## src/design/tick_sleep_queue_core_assert.svh

```systemverilog
// ----------------------------------------------------------------------------
// tick_sleep_queue_core assertion macros
// Concurrent assertion helpers; empty under synthesis.
// ----------------------------------------------------------------------------
`ifndef TICK_SLEEP_QUEUE_CORE_ASSERT_SVH
`define TICK_SLEEP_QUEUE_CORE_ASSERT_SVH

`ifndef SYNTHESIS
`define TSQ_ASSERT_IMP(lbl, clk, rst_n, ante, cons) \
    lbl: assert property (@(posedge clk) disable iff (!rst_n) (ante) |-> (cons)) \
        else $error("assertion failed");
`define TSQ_ASSERT_NEXT(lbl, clk, rst_n, ante, cons) \
    lbl: assert property (@(posedge clk) disable iff (!rst_n) (ante) |=> (cons)) \
        else $error("assertion failed");
`else
`define TSQ_ASSERT_IMP(lbl, clk, rst_n, ante, cons)
`define TSQ_ASSERT_NEXT(lbl, clk, rst_n, ante, cons)
`endif

`endif

```

## src/design/tsq_pkg.sv

```systemverilog
// ----------------------------------------------------------------------------
// tsq_pkg
// Shared types and constants of the tick sleep queue.
// ----------------------------------------------------------------------------
package tsq_pkg;

    localparam int unsigned TickW   = 32;
    localparam int unsigned ThreadW = 8;
    localparam int unsigned DelayW  = 16;

    localparam logic ActTick  = 1'b0;
    localparam logic ActSleep = 1'b1;

    typedef enum logic {
        ST_IDLE,
        ST_SCAN
    } t_state;

    typedef struct packed {
        logic [TickW-1:0]   wake;
        logic [ThreadW-1:0] thread;
    } t_entry;

    typedef struct packed {
        logic               hit;
        logic [ThreadW-1:0] thread;
    } t_chain;

endpackage

```

## src/design/tsq_cell.sv

```systemverilog
// ----------------------------------------------------------------------------
// tsq_cell
// One queue slot: holds an entry, checks it for wake-up, shifts on removal.
// ----------------------------------------------------------------------------
module tsq_cell
    import tsq_pkg::*;
(
    input  logic             i_clk,
    input  logic             i_live,
    input  logic             i_load,
    input  t_entry           i_new,
    input  logic             i_shift_en,
    input  t_entry           i_next,
    input  logic [TickW-1:0] i_tick,
    input  t_chain           i_chain,
    output t_chain           o_chain,
    output t_entry           o_entry
);

    t_entry r_entry;
    logic   due;

    assign due            = i_live && (i_tick >= r_entry.wake);
    assign o_chain.hit    = i_chain.hit || due;
    assign o_chain.thread = (due && !i_chain.hit) ? r_entry.thread : i_chain.thread;
    assign o_entry        = r_entry;

    // load on append, pull from neighbor at and after the removed slot
    always_ff @(posedge i_clk) begin
        if (i_load) begin
            r_entry <= i_new;
        end else if (i_shift_en && o_chain.hit) begin
            r_entry <= i_next;
        end
    end

endmodule

```

## src/design/tick_sleep_queue_core.sv

```systemverilog
// ----------------------------------------------------------------------------
// tick_sleep_queue_core
// Timer-tick driven sleep queue built as a row of slot cells.
// ----------------------------------------------------------------------------
// A sleep beat appends (thread, tick count + delay) in arrival order, or flags
// queue_full when all QUEUE_DEPTH slots are taken; its result is registered.
// A tick beat is taken in ST_IDLE, which advances the saturating tick count;
// then ST_SCAN walks the row of slot cells, where the first due entry ripples
// through the cell chain, is reported and the later slots close the gap.
// One beat is in work at a time; a finished result sits in an output register
// and the next input beat is taken in the cycle that result is consumed.
// ----------------------------------------------------------------------------
`include "tick_sleep_queue_core_assert.svh"

module tick_sleep_queue_core
    import tsq_pkg::*;
#(
    parameter int unsigned QUEUE_DEPTH = 16
) (
    input  logic               i_clk,
    input  logic               i_rst_n,

    input  logic               i_cfg_valid,
    output logic               o_cfg_ready,
    input  logic               i_cfg_data,

    input  logic               i_in_valid,
    output logic               o_in_ready,
    input  logic               i_action,
    input  logic [ThreadW-1:0] i_thread_id,
    input  logic [DelayW-1:0]  i_delay,
    input  logic               i_cpu_idle,
    input  logic               i_future_pending,

    output logic               o_out_valid,
    input  logic               i_out_ready,
    output logic               o_woke_valid,
    output logic [ThreadW-1:0] o_woke_thread,
    output logic               o_yield_request,
    output logic               o_timer_off,
    output logic               o_queue_full
);

    localparam int unsigned CntW = $clog2(QUEUE_DEPTH + 1);
    localparam int unsigned IdxW = $clog2(QUEUE_DEPTH);

    t_state             r_state, n_state;
    logic               r_rr_mode;
    logic [TickW-1:0]   r_tick;
    logic [CntW-1:0]    r_count;
    logic               r_cpu_idle;
    logic               r_future;

    logic               r_out_valid;
    logic               r_woke_valid;
    logic [ThreadW-1:0] r_woke_thread;
    logic               r_yield;
    logic               r_timer_off;
    logic               r_queue_full;

    logic               out_free;
    logic               in_acc;
    logic               scan_go;
    logic               sleep_acc;
    logic               tick_acc;
    logic               full;
    logic [TickW:0]     wake_sum;
    t_entry             new_entry;
    t_chain             chain [QUEUE_DEPTH+1];
    t_entry             ents  [QUEUE_DEPTH];
    logic               woke;
    logic [CntW-1:0]    count_after;
    logic               quiet;

    assign o_cfg_ready = 1'b1;

    assign out_free  = !r_out_valid || i_out_ready;
    assign in_acc    = i_in_valid && o_in_ready;
    assign sleep_acc = in_acc && (i_action == ActSleep);
    assign tick_acc  = in_acc && (i_action == ActTick);
    assign full      = (r_count == CntW'(QUEUE_DEPTH));

    assign wake_sum            = {1'b0, r_tick} + {{(TickW + 1 - DelayW){1'b0}}, i_delay};
    assign new_entry.wake      = wake_sum[TickW] ? {TickW{1'b1}} : wake_sum[TickW-1:0];
    assign new_entry.thread    = i_thread_id;

    // next state
    always_comb begin
        n_state = r_state;
        unique case (r_state)
            ST_IDLE: begin
                if (tick_acc) begin
                    n_state = ST_SCAN;
                end
            end
            ST_SCAN: begin
                if (out_free) begin
                    n_state = ST_IDLE;
                end
            end
            default: n_state = ST_IDLE;
        endcase
    end

    // state outputs
    always_comb begin
        o_in_ready = 1'b0;
        scan_go    = 1'b0;
        unique case (r_state)
            ST_IDLE: o_in_ready = out_free;
            ST_SCAN: scan_go    = out_free;
            default: ;
        endcase
    end

    assign chain[0] = '{hit: 1'b0, thread: '0};

    for (genvar g = 0; g < QUEUE_DEPTH; g++) begin : g_cell
        t_entry nxt;
        if (g == QUEUE_DEPTH - 1) begin : g_last
            assign nxt = ents[g];
        end else begin : g_mid
            assign nxt = ents[g+1];
        end
        tsq_cell u_cell (
            .i_clk      (i_clk),
            .i_live     (CntW'(g) < r_count),
            .i_load     (sleep_acc && !full && (r_count[IdxW-1:0] == IdxW'(g))),
            .i_new      (new_entry),
            .i_shift_en (scan_go),
            .i_next     (nxt),
            .i_tick     (r_tick),
            .i_chain    (chain[g]),
            .o_chain    (chain[g+1]),
            .o_entry    (ents[g])
        );
    end

    assign woke        = chain[QUEUE_DEPTH].hit;
    assign count_after = r_count - CntW'(woke);
    assign quiet       = r_cpu_idle && !woke && (count_after == '0);

    always_ff @(posedge i_clk) begin
        if (!i_rst_n) begin
            r_state     <= ST_IDLE;
            r_rr_mode   <= 1'b0;
            r_tick      <= '0;
            r_count     <= '0;
            r_out_valid <= 1'b0;
        end else begin
            r_state <= n_state;
            if (i_cfg_valid && o_cfg_ready) begin
                r_rr_mode <= i_cfg_data;
            end
            if (tick_acc && (r_tick != {TickW{1'b1}})) begin
                r_tick <= r_tick + TickW'(1);
            end
            if (sleep_acc && !full) begin
                r_count <= r_count + CntW'(1);
            end else if (scan_go) begin
                r_count <= count_after;
            end
            if (sleep_acc || scan_go) begin
                r_out_valid <= 1'b1;
            end else if (i_out_ready) begin
                r_out_valid <= 1'b0;
            end
        end
    end

    // hold tick-side flags, load the result beat
    always_ff @(posedge i_clk) begin
        if (tick_acc) begin
            r_cpu_idle <= i_cpu_idle;
            r_future   <= i_future_pending;
        end
        if (sleep_acc) begin
            r_woke_valid  <= 1'b0;
            r_woke_thread <= '0;
            r_yield       <= 1'b0;
            r_timer_off   <= 1'b0;
            r_queue_full  <= full;
        end else if (scan_go) begin
            r_woke_valid  <= woke;
            r_woke_thread <= chain[QUEUE_DEPTH].thread;
            r_yield       <= !quiet && r_rr_mode;
            r_timer_off   <= quiet && !r_future;
            r_queue_full  <= 1'b0;
        end
    end

    assign o_out_valid     = r_out_valid;
    assign o_woke_valid    = r_woke_valid;
    assign o_woke_thread   = r_woke_thread;
    assign o_yield_request = r_yield;
    assign o_timer_off     = r_timer_off;
    assign o_queue_full    = r_queue_full;

    `TSQ_ASSERT_NEXT(a_full_drop, i_clk, i_rst_n, sleep_acc && full, r_count == $past(r_count))
    `TSQ_ASSERT_IMP(a_woke_nonempty, i_clk, i_rst_n, scan_go && woke, r_count != '0)
    `TSQ_ASSERT_NEXT(a_tick_scan, i_clk, i_rst_n, tick_acc, r_state == ST_SCAN)
    `TSQ_ASSERT_IMP(a_off_exclusive, i_clk, i_rst_n, r_out_valid && r_timer_off, !r_woke_valid && !r_yield)

endmodule

```

## config.mk

```make
export PLATFORM = sky130hd
export DESIGN_NAME = tick_sleep_queue_core
export DESIGN_NICKNAME = d
export VERILOG_FILES = /design/src/design/tsq_pkg.sv /design/src/design/tsq_cell.sv /design/src/design/tick_sleep_queue_core.sv
export VERILOG_INCLUDE_DIRS = /design/src /design/src/design
export SDC_FILE = /design/constraint.sdc
export NUM_CORES = 2
export LEC_CHECK = 0
export ABC_AREA = 0
export ABC_CLOCK_PERIOD_IN_PS = 16900
export BUFFER_PORTS_ARGS = -buffer_cell sky130_fd_sc_hd__buf_2
export CAP_MARGIN = 20
export CORE_MARGIN = 4
export CORE_UTILIZATION = 34
export CTS_CLUSTER_DIAMETER = 100
export DETAILED_ROUTE_END_ITERATION = 8
export GPL_TIMING_DRIVEN = 1
export PLACE_DENSITY_LB_ADDON = 0.05
export SLEW_MARGIN = 20
export SYNTH_ARGS = -nofsm -noshare
export SYNTH_HDL_FRONTEND = slang
export SYNTH_SLANG_ARGS = --single-unit
```

## constraint.sdc

```tcl
create_clock -name i_clk -period 16.9 [get_ports i_clk]
set_input_delay 2.535 -clock i_clk [delete_from_list [all_inputs] [get_ports i_clk]]
set_output_delay 2.535 -clock i_clk [all_outputs]
set_load 0.01 [all_outputs]
```

==> impl_results.md <==
* Clk_skew at roughly 25 ps
* Combinational Power Share at under 10%
* Clk network pwr share at 49.5%
* Top_reg_cell synth: edfxtp_1
* CTS resizes at 0
* R2R setup slack at 10400 ps
* Total track usage at approximately a fifth
* Worst EP arrival at approximately 6900 ps
* R2r startpoint: r_tick[11]$_SDFFE_PN0P_
* Share of cells above drive strength 1 at 9.84%
* FF-to-FF path depth at 18
* Cell area after synthesis at around 0.043 mm^2
* Post-Place Cells at 6025
* Worst setup path endpoint: g_cell[14].u_cell.o_entry[10]$_DFFE_PP_
* Maximum VDD drop at 61.8 uV
* Hold Startpoint: o_woke_thread[3]$_SDFFE_PP0P_
* Clk sinks at 694
* Async set or reset register ratio after synthesis at 0%
* R2R Path End: o_timer_off$_SDFFE_PP0P_
* Critical Path Fanout Max at 20
* GR Overflow Total at 0
* Largest net degree at the start of global routing at 74
* Hpwl dp at 93.7 mm
* Core area at roughly 0.13 mm^2
* Area added between synthesis and finish at 12.6%
* NumNets Final at 5036
* Setup-failing EPs final at 0
* Root Driver: clkbuf_16
* Netlist cell types at between 80 and 90
* TritonRoute pass-1 iters at 5
* RSZ-0062 raised after global routing: false
* RePlAce Congestion at 0.818
* Sequential area share after synthesis at 47.0%
* Via count at 31800
* Die Wd at 365 um
* Fin crit period at 6560 ps
* CP Cell Sequence: buf_2 -> ha_1 -> inv_1 -> fa_1 -> nor2b_1 -> o21ai_0 -> a21boi_0 -> o21ai_0 -> a21boi_0 -> o41ai_1 -> o21ai_0 -> o221ai_1 -> nor2_2 -> buf_4 -> nor2_1 -> o21ai_0
* Post-DR vias/cell at 5.13
* First-pass GRT wire length at 197 mm
* Die area at 0.133 mm^2
* Post-synth EDFFs at 643
* Syn nets at around 5000
* Slew HR at 25.7%
* Worst-path clk slew at 60 ps
* IO Count at 48
* Post-Route WL at between 100 and 150 mm
* Hold WC Path Type: register to register
* Vias in the first global route at 31300
* FMAX at 152 MHz
* CTS tree: built
* Sequential power share at a little under half
* Ys Warns at 0
* Total Power at 3.90 mW
* Syn Area/Cell at 9.80 um^2
* Pwr dens at between 80 and 90 mW/mm^2
* Total CTS buffers at 90
* Post-route ant nets at 0
* WL/cell at 21.0 um
* Lkg Pwr at around 22 nW
* Worst slew pin tran at 1110 ps
* Hold Violations, Final at 0
* Crit path launch: i_delay[0]
* Clk_lat worst skew at around 660 ps
* Die Span Y at 365 um
* IO Port Bufs at 46
* # rows at 130
* Outcome: completed
* Postcts setup bufs at 0
* Number of synthesized register bits at 694
* Maximum root-to-sink buffer count at 3
* Max cap viols at 0
* H-tree lvl count at 3
* Fin cells at roughly 6200
* Cell mode on critical path: o21ai_0
* Hold path cells at 2
* Critical path's largest stage delay at 830 ps
* CP max-delay cell: nor2_1
* Critical Path RT at 17250 ps
* Fin. max-slew vios at 0
* Post-CTS Hold Buffers at 0
* CP Launch Type: primary input
* Initial Util at 34.3%
* Fin crit share at slightly below 40%
* Setup TNS at 0 ps
* P_int at about 3.0 mW
* Net Sw Frac at around 22%
* Critical path class: primary input to register
* Iter 0 DRT Violations at between 2000 and 2500
* Cells after Synth at approximately 4400
* Initial antenna violation count at 1
* CP endpoint kind: register
* Psw at 863 uW
* Detailed-route DRC error count at 0
worst min-delay path by stage:
| stage | to |
|---|---|
| floorplan | r_rr_mode$_SDFFE_PN0P_ |
| global placement | o_woke_thread[3]$_SDFFE_PP0P_ |
| detailed placement | o_woke_thread[3]$_SDFFE_PP0P_ |
| CTS | o_woke_thread[3]$_SDFFE_PP0P_ |
| global route | o_woke_thread[3]$_SDFFE_PP0P_ |
| finish | o_woke_thread[3]$_SDFFE_PP0P_ |
final cells by class:
class / instances / area (um^2)
diodes: 1 / 2.50
clock buffers: 131 / 2620
clock inverters: 35 / 287
fillers: 12600 / 77200
inverters: 579 / 2170
multi-input cells: 2962 / 20300
flip-flops and latches: 694 / 20300
well taps: 1650 / 2060
repair buffers: 140 / 936
Yosys cell counts, types with 5 or more instances:
cell type,number,area [um^2]
a2111oi_0,15,131
a211o_1,5,43.8
a211oi_1,43,323
a21boi_0,5,37.5
a21o_1,34,255
a21oi_1,187,936
a221o_1,6,60.1
a221oi_1,18,158
a22o_1,8,70.1
a22oi_1,12,90.1
a31oi_1,18,113
and2_1,11,68.8
and3_1,19,119
and4_1,12,105
clkbuf_1,172,646
dfxtp_1,51,1020
edfxtp_1,643,19300
ha_1,535,6690
inv_1,579,2170
mux2_2,120,1350
mux2i_1,8,80.1
nand2_1,677,2540
nand2b_1,23,144
nand3_1,61,305
nand4_1,68,425
nor2_1,154,578
nor2b_1,17,106
nor3_1,39,195
nor4_1,17,106
o2111ai_1,6,52.6
o211ai_1,19,143
o21a_1,27,203
o21ai_0,621,3110
o221ai_1,5,43.8
o22ai_1,15,93.8
o31ai_1,9,67.6
or3_1,17,106
xnor2_1,26,228
xor2_1,21,184
power groups by stage:
stage	logic, mW	registers, mW	clock network (mW)
finish	0.102	1.87	1.93
global route	0.116	1.87	2.06
CTS	0.104	1.87	1.99
detailed placement	0.104	1.91	0
global placement	0.104	1.91	0
floorplan	0.0575	1.91	0
stage by stage:
step	setup WS, ps	hold WS [ps]	utilization (%)	area [um^2]
floorplan	10570	461	-	43200
global placement	9550	441	36.3	45700
detailed placement	9540	451	36.3	45700
CTS	10240	459	38.6	48600
global route	9880	471	38.7	48700
finish	10340	455	38.7	48700
layer usage:
metal / part of all wire (%) / vias to the layer above / global-route usage, %
li1: - / 15900 / -
met1: 50 / 15200 / 28.1
met2: 43 / 526 / 30.4
met3: 4.3 / 147 / 2.94
met5: 0.010 / - / 0
met4: 2.4 / 2 / 5.36
worst max-delay path: cells and delay by family:
kind	cells	cell delay, ps
AND/OR/NAND/NOR	3	960
AO/OA/AOI/OAI	8	2550
adder cells (fa/ha/maj)	2	400
buffers and inverters	3	440
logic make-up (layout without fill, tap and decap cells):
logic type,Yosys count,count (layout),synth area share (%)
and+or+nand+nor,1140,1140,11.6
AOI/OAI and AO/OA,1110,1110,15.0
buffers and inverters,754,885,6.56
DFF,694,694,47.0
adders and majority gates,536,536,15.5
muxes,128,128,3.31
xor gates and xnor gates,47,47,0.952
other,1,2,0.00868
registers in the layout (all words and copies together) (netlist names):
register,flops
g_cell.u_cell.o_entry,640
o_out_valid,1
o_queue_full,1
o_timer_off,1
o_woke_thread,8
o_woke_valid,1
o_yield_request,1
r_count,5
r_cpu_idle,1
r_future,1
r_rr_mode,1
r_state,1
r_tick,32
layout by cell type (no fill, tap or decap), drive strengths merged, types with 51 or more instances in the layout:
master    n
nand2   677
edfxtp  643
o21ai   622
inv     580
ha      535
a21oi   187
nor2    154
buf     140
clkbuf  131
mux2    120
nand4    68
nand3    62
dfxtp    51
(Power assumes the default switching activity.)
